`src/design/lea128_block_encrypt_defines.svh`:
```
// assertion macros shared by the lea128 rtl
`ifndef LEA128_BLOCK_ENCRYPT_DEFINES_SVH
`define LEA128_BLOCK_ENCRYPT_DEFINES_SVH

// same-cycle implication, checked on every rising edge out of reset
`define LEA128_ASSERT_IMPL(label, ante, cons) \
    label: assert property (@(posedge i_clk) disable iff (!i_rst_n) (ante) |-> (cons)) \
        else $error("lea128 check failed");

// next-cycle implication, checked on every rising edge out of reset
`define LEA128_ASSERT_NEXT(label, ante, cons) \
    label: assert property (@(posedge i_clk) disable iff (!i_rst_n) (ante) |=> (cons)) \
        else $error("lea128 check failed");

`endif

```
`src/design/lea128_pkg.sv`:
```
// shared types, constants and round functions of the lea-128 encrypt pipeline
package lea128_pkg;

    localparam int unsigned ROUND_COUNT = 24;

    typedef logic [31:0] t_word;
    typedef t_word [3:0] t_quad;

    // block words and key schedule words that travel down the pipeline together
    typedef struct packed {
        t_quad x;
        t_quad t;
    } t_state;

    typedef logic [2:0] t_cfg_idx;
    localparam t_cfg_idx IDX_KEY_WORD0 = 3'd0;
    localparam t_cfg_idx IDX_KEY_WORD1 = 3'd1;
    localparam t_cfg_idx IDX_KEY_WORD2 = 3'd2;
    localparam t_cfg_idx IDX_KEY_WORD3 = 3'd3;

    localparam t_word DELTA0 = 32'hc3efe9db;
    localparam t_word DELTA1 = 32'h88c4d604;
    localparam t_word DELTA2 = 32'he789f229;
    localparam t_word DELTA3 = 32'hc6f98763;
    localparam t_quad LEA_DELTA = {DELTA3, DELTA2, DELTA1, DELTA0};

    function automatic t_word rotl(input t_word v, input logic [4:0] n);
        rotl = (v << n) | (v >> (6'd32 - {1'b0, n}));
    endfunction

    function automatic t_word rotr(input t_word v, input logic [4:0] n);
        rotr = rotl(v, 5'd0 - n);
    endfunction

    // delta used by round r: base word r mod 4, rotated left by 4 per earlier use
    function automatic t_word round_delta(input int unsigned r);
        logic [4:0] amt;
        amt = 5'((r >> 2) << 2);
        round_delta = rotl(LEA_DELTA[r[1:0]], amt);
    endfunction

    function automatic t_quad key_step(input t_quad t, input t_word d);
        t_quad k;
        k[0] = rotl(t[0] + d, 5'd1);
        k[1] = rotl(t[1] + rotl(d, 5'd1), 5'd3);
        k[2] = rotl(t[2] + rotl(d, 5'd2), 5'd6);
        k[3] = rotl(t[3] + rotl(d, 5'd3), 5'd11);
        key_step = k;
    endfunction

    // round keys are t0,t1,t2,t1,t3,t1
    function automatic t_quad mix(input t_quad x, input t_quad t);
        t_quad y;
        y[0] = rotl((x[0] ^ t[0]) + (x[1] ^ t[1]), 5'd9);
        y[1] = rotr((x[1] ^ t[2]) + (x[2] ^ t[1]), 5'd5);
        y[2] = rotr((x[2] ^ t[3]) + (x[3] ^ t[1]), 5'd3);
        y[3] = x[0];
        mix = y;
    endfunction

endpackage

```
`src/design/lea128_round.sv`:
```
// one round stage: block mix for this round and key schedule for the next
module lea128_round #(
    parameter int unsigned RND_IDX  = 0,
    parameter bit          HAS_NEXT = 1'b1
) (
    input  logic                i_clk,
    input  logic                i_rst_n,
    input  logic                i_vld,
    input  lea128_pkg::t_state  i_st,
    output logic                o_vld,
    output lea128_pkg::t_state  o_st
);
    import lea128_pkg::*;

    t_state n_st;
    t_state r_st;
    logic   r_vld;

    // schedule no longer needed after the final round, so it just passes through
    always_comb begin
        n_st.x = mix(i_st.x, i_st.t);
        n_st.t = HAS_NEXT ? key_step(i_st.t, round_delta(RND_IDX + 1)) : i_st.t;
    end

    always_ff @(posedge i_clk) begin
        if (i_vld) begin
            r_st <= n_st;
        end
    end

    always_ff @(posedge i_clk) begin
        if (!i_rst_n) begin
            r_vld <= 1'b0;
        end else begin
            r_vld <= i_vld;
        end
    end

    assign o_vld = r_vld;
    assign o_st  = r_st;

endmodule

```
`config.mk`:
```
export PLATFORM = sky130hd
export DESIGN_NAME = lea128_round
export DESIGN_NICKNAME = d
export VERILOG_FILES = /design/src/design/lea128_block_encrypt_defines.svh /design/src/design/lea128_pkg.sv /design/src/design/lea128_round.sv
export SDC_FILE = /design/constraint.sdc
export NUM_CORES = 1
export LEC_CHECK = 0
export ABC_CLOCK_PERIOD_IN_PS = 4400
export BUFFER_PORTS_ARGS = -buffer_cell sky130_fd_sc_hd__buf_2
export CORE_ASPECT_RATIO = 1.2
export CORE_MARGIN = 2
export CORE_UTILIZATION = 25
export CTS_CLUSTER_SIZE = 16
export DETAILED_ROUTE_END_ITERATION = 7
export GPL_ROUTABILITY_DRIVEN = 0
export PLACE_DENSITY = 0.5
export SYNTH_ARGS = -nofsm -noshare
export SYNTH_HDL_FRONTEND = slang
export SYNTH_SLANG_ARGS = --single-unit
```
`constraint.sdc`:
```
create_clock -name i_clk -period 4.4 [get_ports i_clk]
set_input_delay 0.44 -clock i_clk [delete_from_list [all_inputs] [get_ports i_clk]]
set_output_delay 0.44 -clock i_clk [all_outputs]
set_load 0.02 [all_outputs]
```
; ---- After elaboration in Yosys (flattened, before gate mapping)
; Cells that the tools add are included.
[op_classes]
add_sub_neg = 7
n_mul = 0
div_mod_pow = 0
order_cmp = 0
n_eq_ne = 0
shift = 0
mux = 0
bitwise_logic = 13
reduce_logical = 0
[ops]
columns = operator, count
row1 = 32-bit XOR, 6
row2 = 32-bit adder, 3
row3 = "32-bit by 29-bit adder with 32-bit output, second input constant", 1
row4 = "32-bit by 30-bit adder with 32-bit output, second input constant", 1
row5 = "32-bit by 31-bit adder with 32-bit output, second input constant", 1
row6 = "32-bit adder, second input constant", 1
row7 = 32-bit by 1-bit bitwise OR with 32-bit output, 1
row8 = 32-bit by 11-bit bitwise OR with 32-bit output, 1
row9 = 32-bit by 27-bit bitwise OR with 32-bit output, 1
row10 = 32-bit by 29-bit bitwise OR with 32-bit output, 1
row11 = 32-bit by 3-bit bitwise OR with 32-bit output, 1
row12 = 32-bit by 6-bit bitwise OR with 32-bit output, 1
row13 = 32-bit by 9-bit bitwise OR with 32-bit output, 1
[totals]
regBits = 257
latchBits = 0
ram_bits = 0
mem_bits_ro = 0
input_bits = 259
out_inout_bits = 257
word_cells = 29
n_memories = 0

; ---- Logic depth before layout (Yosys ltp)
; Gate-level depths: netlist of the first run.
[depth]
ltp_word = 3
depth_mapped = 12
ltp_nobuf = 11

; ---- Worst setup path after synthesis of the first run
; OpenSTA, ideal clock, no wires.
[synth_timing]
path_type = in2reg
from = input i_st[32] (netlist name)
to = register r_st, in the netlist o_st[217] (data pin)
setup_time_ns = 0.255
t_arrival_ns = 2.955
t_required_ns = 4.145
setup_slack_ns = 1.190
path_stages = 12
path_buffers = 1
cell_sequence = buf_2 > xor2_1 > ha_1 > fa_1 > a211o_1 > a21o_1 > a21oi_1 > o31ai_1 > a22oi_1 > nor3_1 > or4b_1 > and3_1
[synth_rtl]
columns = item, line
row1 = "start, declared", lea128_round.sv:9  ; input lea128_pkg::t_state i_st,
row2 = "end signal, assigned", lea128_round.sv:27  ; r_st <= n_st;
row3 = "end, declared", lea128_round.sv:16  ; t_state r_st;

==> results of run 1 <==
layout by cell type (no fill, tap or decap), types with 6 or more instances in the layout:
cell	n
a211oi_1	11
a21o_1	42
a21oi_1	102
a31oi_1	18
a41oi_1	6
and2_1	11
and3_1	19
buf_2	514
buf_4	8
clkbuf_1	11
clkbuf_16	36
edfxtp_1	256
ha_1	97
inv_1	27
nand2_1	98
nand2b_1	15
nand3_1	40
nand4_1	13
nor2_1	86
nor2b_1	14
nor3_1	20
o211ai_1	9
o21a_1	14
o21ai_0	58
o21ai_1	13
o21bai_1	12
o31ai_1	10
or2_2	7
xnor2_1	115
xor2_1	264
cells by family (layout without fill, tap and decap cells):
| kind of cell | Yosys count | after routing | synth area share (%) |
|---|---|---|---|
| flops | 257 | 257 | 46.30 |
| mux | 2 | 2 | 0.1203 |
| simple gates | 345 | 345 | 9.899 |
| other cells | 0 | 2 | 0 |
| compound gates | 353 | 353 | 14.08 |
| fa+ha+maj | 100 | 100 | 7.652 |
| buf+inv | 85 | 614 | 2.007 |
| xor+xnor | 379 | 379 | 19.94 |
report_power, final:
| group | switching [mW] | internal [mW] |
|---|---|---|
| Sequential | 0.119 | 3.24 |
| Clock | 1.18 | 1.72 |
| Combinational | 2.11 | 1.16 |
worst max-delay path: cells and delay by family:
| family | cells | cell delay, ns |
|---|---|---|
| AO/OA/AOI/OAI | 7 | 1.90 |
| AND/OR/NAND/NOR | 1 | 0.58 |
| XOR/XNOR | 1 | 0.35 |
| adder cells (fa/ha/maj) | 1 | 0.31 |
| buffers and inverters | 1 | 0.13 |
cell usage after synthesis (4+ instances only):
cell	number	share of area (%)
a2111oi_0	5	0.26
a211o_1	5	0.26
a211oi_1	11	0.50
a21o_1	42	1.9
a21oi_1	102	3.1
a31oi_1	18	0.68
a41oi_1	6	0.32
and2_1	11	0.41
and3_1	19	0.71
buf_2	11	0.33
clkbuf_1	46	1.0
edfxtp_1	256	46
ha_1	97	7.3
inv_1	27	0.61
nand2_1	98	2.2
nand2b_1	15	0.56
nand3_1	40	1.2
nand4_1	13	0.49
nor2_1	86	1.9
nor2b_1	14	0.53
nor3_1	20	0.60
nor4_1	5	0.19
o2111ai_1	5	0.26
o211ai_1	9	0.41
o21a_1	14	0.63
o21ai_0	58	1.7
o21ai_1	13	0.39
o21ai_2	4	0.21
o21bai_1	12	0.54
o31ai_1	10	0.45
or2_2	7	0.26
or3_1	5	0.19
xnor2_1	115	6.1
xor2_1	264	14
worst max-delay path by stage:
stage	to	cells after the start
CTS	o_st[184]$_DFFE_PP_	11
detailed placement	o_st[184]$_DFFE_PP_	11
finish	o_st[184]$_DFFE_PP_	11
global placement	o_st[133]$_DFFE_PP_	12
global route	o_st[184]$_DFFE_PP_	11
floorplan	o_st[217]$_DFFE_PP_	12
layer usage:
layer	vias to the layer above	wire length (um)	track usage, %	part of all wire [%]
met4	16	1864	5.344	3.0
met3	98	5604	5.685	8.9
met5	-	93	0	0.15
met1	6632	24320	20.27	39
li1	6565	-	-	-
met2	556	30790	30.73	49
state kept, by name (all words and copies together), names as in the netlist:
register	count
o_st	256
o_vld	1
cell type report:
cell class | count | area [um^2]
Sequential cell | 257 | 7707
Fill cell | 6828 | 44520
Tap cell | 892 | 1116
Clock buffer | 49 | 969.7
Multi-Input combinational cell | 1179 | 8605
Clock inverter | 14 | 163.9
Antenna cell | 2 | 5.005
Inverter | 27 | 101.3
Timing Repair Buffer | 524 | 2668
stage by stage:
step / std cells / setup slack [ns] / hold slack (ns)
2_1_floorplan: 1521 / 1.190 / 0.5389
3_3_place_gp: 2879 / 0.7360 / 0.6424
3_5_place_dp: 2879 / 0.5638 / 0.6475
4_1_cts: 2942 / 1.131 / 0.05720
5_1_grt: 2944 / 0.8224 / 0.06508
6_report: 2944 / 1.086 / 0.09466
==> results.py, run 1 <==
metrics = {
    "placement": {
        "portBuffers": 515,
        "placed_area_um2": 20200,
        "dpl.hpwl_um": 51550,
    },
    "logic_synthesis": {
        "syn_inst": 1521,
        "syn_area_um2": 16650,
        "synth_edf_count": 256,
        "async_flop_share_pct": 0,
        "synth_seq_cells": 257,
        "ys_types": 73,
        "yosysSeqAreaShare_pct": 46.30,
        "avgSynthCellArea_um2": 10.94,
        "synth.net_count": 1880,
        "ys_warn_count": 0,
        "synth_flop_cell": "edfxtp_1",
    },
    "global_route": {
        "grt_pass1_vias": 13910,
        "grt_pass1_wl_um": 89420,
        "grtUsageTotal_pct": 17.56,
        "grt_max_degree": 112,
        "grt-ovfl-total": 0,
        "antenna_found_initial": 10,
    },
    "worst_setup_path": {
        "cpPeakStageDelay_ns": 0.58,
        "critPathKind": "in2reg",
        "startpoint_type": "input port",
        "cp-startpoint": "i_st[65]",
        "end_kind": "register",
        "crit_chain": "buf_2 -> xor2_1 -> ha_1 -> a211oi_1 -> o21ai_1 -> o2111ai_1 -> a21oi_1 -> nor4_1 -> o21ai_0 -> a2111oi_0 -> a211o_1",
        "crit_slowest_cell": "nor4_1",
        "cp.arrival_ns": 3.72,
        "crit_fanout": 5,
        "required_ns": 4.81,
    },
    "detailed_routing": {
        "avgViaCountPerCell": 4.710,
        "ant_nets": 0,
        "routed_wl_um": 62670,
        "first_pass_iters": 5,
        "wire_per_inst_um": 21.29,
        "drc": 0,
        "vias": 13870,
        "drtIter0Drc": 871,
    },
    "clock_network": {
        "cts.path.max_buffers": 3,
        "htree_num_levels": 2,
        "ctsHoldBuffers": 0,
        "cts_setup_buffers": 0,
        "cts-root-buf": "clkbuf_16",
        "cts_inserted_buffers": 35,
        "clkTransAtPathRegs_ns": 0.06,
        "clock_sinks": 257,
        "post_cts_resized": 0,
        "tritoncts": "done",
    },
    "power_and_ir_drop": {
        "p_leak_nw": 9.027,
        "power_density_nw_per_um2": 447.0,
        "finalPower_mw": 9.537,
        "ir_drop_v": 0.0002768,
    },
    "layout": {
        "fin_nets": 2383,
        "final_core_util_pct": 32.40,
        "final_layout_size_suffix_gt1_share_pct": 29.17,
        "area_delta_synth_final_pct": 28.17,
        "design_area_um2": 21340,
    },
    "worst_hold_path": {
        "hold_path_class": "in2reg",
        "min-delay-start": "i_st[138]",
        "whs_endpoint": "o_st[234]$_DFFE_PP_",
        "hold_depth": 1,
    },
    "outcome": {
        "status": "completed",
    },
    "timing": {
        "finalSetupTns_ns": 0,
        "period_share_pct": 75.33,
        "fin_crit_ns": 3.314,
        "report.final.slew_viol_count": 0,
        "worst_pin_slew_ns": 0.9679,
        "setup_violations": 0,
        "hold_viol": 0,
        "max_freq_mhz": 301.7,
        "slew_headroom_pct": 35.48,
        "grt_setup_unrepaired": "false",
    },
    "floorplan": {
        "die_x_um": 239.6,
        "die_area_um2": 68670,
        "num_rows": 103,
        "core-area_um2": 65850,
        "io_pins": 516,
        "initial_core_util_pct": 25.28,
        "die_h_um": 286.7,
    },
    "run": {
        "drv_cap": 0,
    },
}
No activity file was read; power rests on OpenSTA's default activity.
==> run 2, diff against run 1 <==
- ABC_CLOCK_PERIOD_IN_PS: 4400 -> 3260
- clock period: 4.4 -> 3.26 ns (I/O delays scaled with it)
==> results.py, run 2 (synthesis results as in run 1) <==
metrics = {
    "outcome": {
        "status": "completed",
    },
    "worst_setup_path": {
        "crit_fanout": 2,
        "required_ns": 3.56,
        "cp.arrival_ns": 3.48,
        "critPathKind": "in2reg",
        "end_kind": "register",
        "startpoint_type": "input port",
    },
    "clock_network": {
        "cts_inserted_buffers": 35,
        "clkTransAtPathRegs_ns": 0.06,
        "cts.path.max_buffers": 3,
        "tritoncts": "done",
        "cts-root-buf": "clkbuf_16",
        "htree_num_levels": 2,
        "clock_sinks": 257,
    },
    "global_route": {
        "grt_max_degree": 95,
        "use_met1_pct": 20.41,
        "grt_pass1_wl_um": 91140,
        "busiest_layer": "met2",
        "grt_use_met3_pct": 5.377,
        "grtUsageMet2_pct": 31.15,
        "grt-ovfl-total": 0,
        "grt_pass1_vias": 14570,
        "grtUsageTotal_pct": 17.86,
        "antenna_found_initial": 12,
    },
    "detailed_routing": {
        "first_pass_iters": 5,
        "routed_wl_um": 63720,
        "ant_nets": 0,
        "wire_per_inst_um": 20.66,
        "avgViaCountPerCell": 4.647,
        "vias": 14340,
        "drtIter0Drc": 804,
        "drc": 0,
    },
    "layout": {
        "layout_commonest_cell": "buf_2",
        "fin_nets": 2524,
        "final_layout_size_suffix_gt1_share_pct": 32.39,
        "largest_reg_flops": 256,
        "final_core_util_pct": 34.21,
        "area_delta_synth_final_pct": 35.34,
        "final_cell_mix": "buf_2 (514), xor2_1 (262), edfxtp_1 (256), xnor2_1 (115), buf_4 (109)",
    },
    "timing": {
        "hold_slack_ns": 0.08744,
        "hold_viol": 0,
        "period_share_pct": 97.57,
        "fin_crit_ns": 3.181,
        "worst_pin_slew_ns": 0.8308,
        "max_freq_mhz": 314.4,
        "report.final.slew_viol_count": 0,
        "slew_headroom_pct": 44.62,
        "setup_violations": 0,
        "layout_setup_ws_ns": 0.07935,
    },
    "run": {
        "drv_cap": 0,
    },
    "placement": {
        "portBuffers": 515,
        "dpl.hpwl_um": 52430,
        "place_ws_ns": -0.1922,
    },
    "power_and_ir_drop": {
        "power_density_nw_per_um2": 578.2,
        "p_leak_nw": 9.660,
        "ir_drop_v": 0.0003306,
    },
    "worst_hold_path": {
        "hold_depth": 2,
        "hold_path_class": "in2reg",
    },
    "floorplan": {
        "core-area_um2": 65850,
        "num_rows": 103,
        "io_pins": 516,
        "initial_core_util_pct": 25.28,
        "die_area_um2": 68670,
        "die_h_um": 286.7,
        "die_x_um": 239.6,
    },
}
[run 2: cell types whose count changed in the layout (fill, tap and decap cells not counted), sizes merged]
cell,before,now
dlygate4sd3,0,38
diode,2,1
bufinv,3,1
clkinvlp,1,6
clkbuf,49,47
buf,524,627
[run 2: worst max-delay path, stage by stage]
cell and delay (ns):
dlygate4sd3_1 0.54, buf_2 0.15, xor2_2 0.19, buf_4 0.14, ha_1 0.32, a211oi_2 0.27
o21ai_1 0.21, a2111oi_4 0.39, buf_4 0.18, o21a_2 0.16, o21ai_1 0.12, and2_1 0.20
a31oi_1 0.20, xnor2_1 0.08
[run 2: final cells by class]
type,instances,area [um^2]
Antenna cell,1,2.502
Clock buffer,47,930.9
Clock inverter,17,158.9
Fill cell,6758,43330
Inverter,27,101.3
Multi-Input combinational cell,1179,8665
Sequential cell,257,7707
Tap cell,892,1116
Timing Repair Buffer,665,3846
[run 2: power by group]
| part | total (mW) | switching, mW | internal (mW) |
|---|---|---|---|
| clock network | 3.74 | 1.62 | 2.12 |
| logic | 4.74 | 2.91 | 1.83 |
| registers | 4.54 | 0.171 | 4.37 |
[run 2: path summary, 6_finish.rpt]
| kind | startpoint | endpoint | slack [ns] |
|---|---|---|---|
| setup / recovery | i_st[97] | o_st[208]$_DFFE_PP_ | 0.08 |
| hold / removal | i_st[95] | o_st[69]$_DFFE_PP_ | 0.09 |
[run 2: through the flow]
stage          std cells  instance area [um^2]  TNS, ns  power (mW)
2_1_floorplan       1521                 16650        0       7.370
3_3_place_gp        2982                 21000  -0.5872       9.250
3_5_place_dp        2982                 21000   -1.275       9.293
4_1_cts             3084                 22470        0       13.19
5_1_grt             3085                 22530  -0.1287       13.72
6_report            3085                 22530        0       13.03
[run 2: per-layer routing]
metal / vias to the layer above / part of all wire (%) / routed length [um]
li1: 6840 / - / -
met1: 6768 / 39 / 24650
met2: 579 / 49 / 31180
met3: 128 / 8.4 / 5363
met4: 22 / 3.7 / 2388
met5: - / 0.22 / 143
[run 2: timing repair]
action,CTS,global route
endpoints found under the setup margin,0,19
buffers inserted,0,0
hold buffers,38,0
hold endpoints to repair,38,0
gates resized for setup,0,13
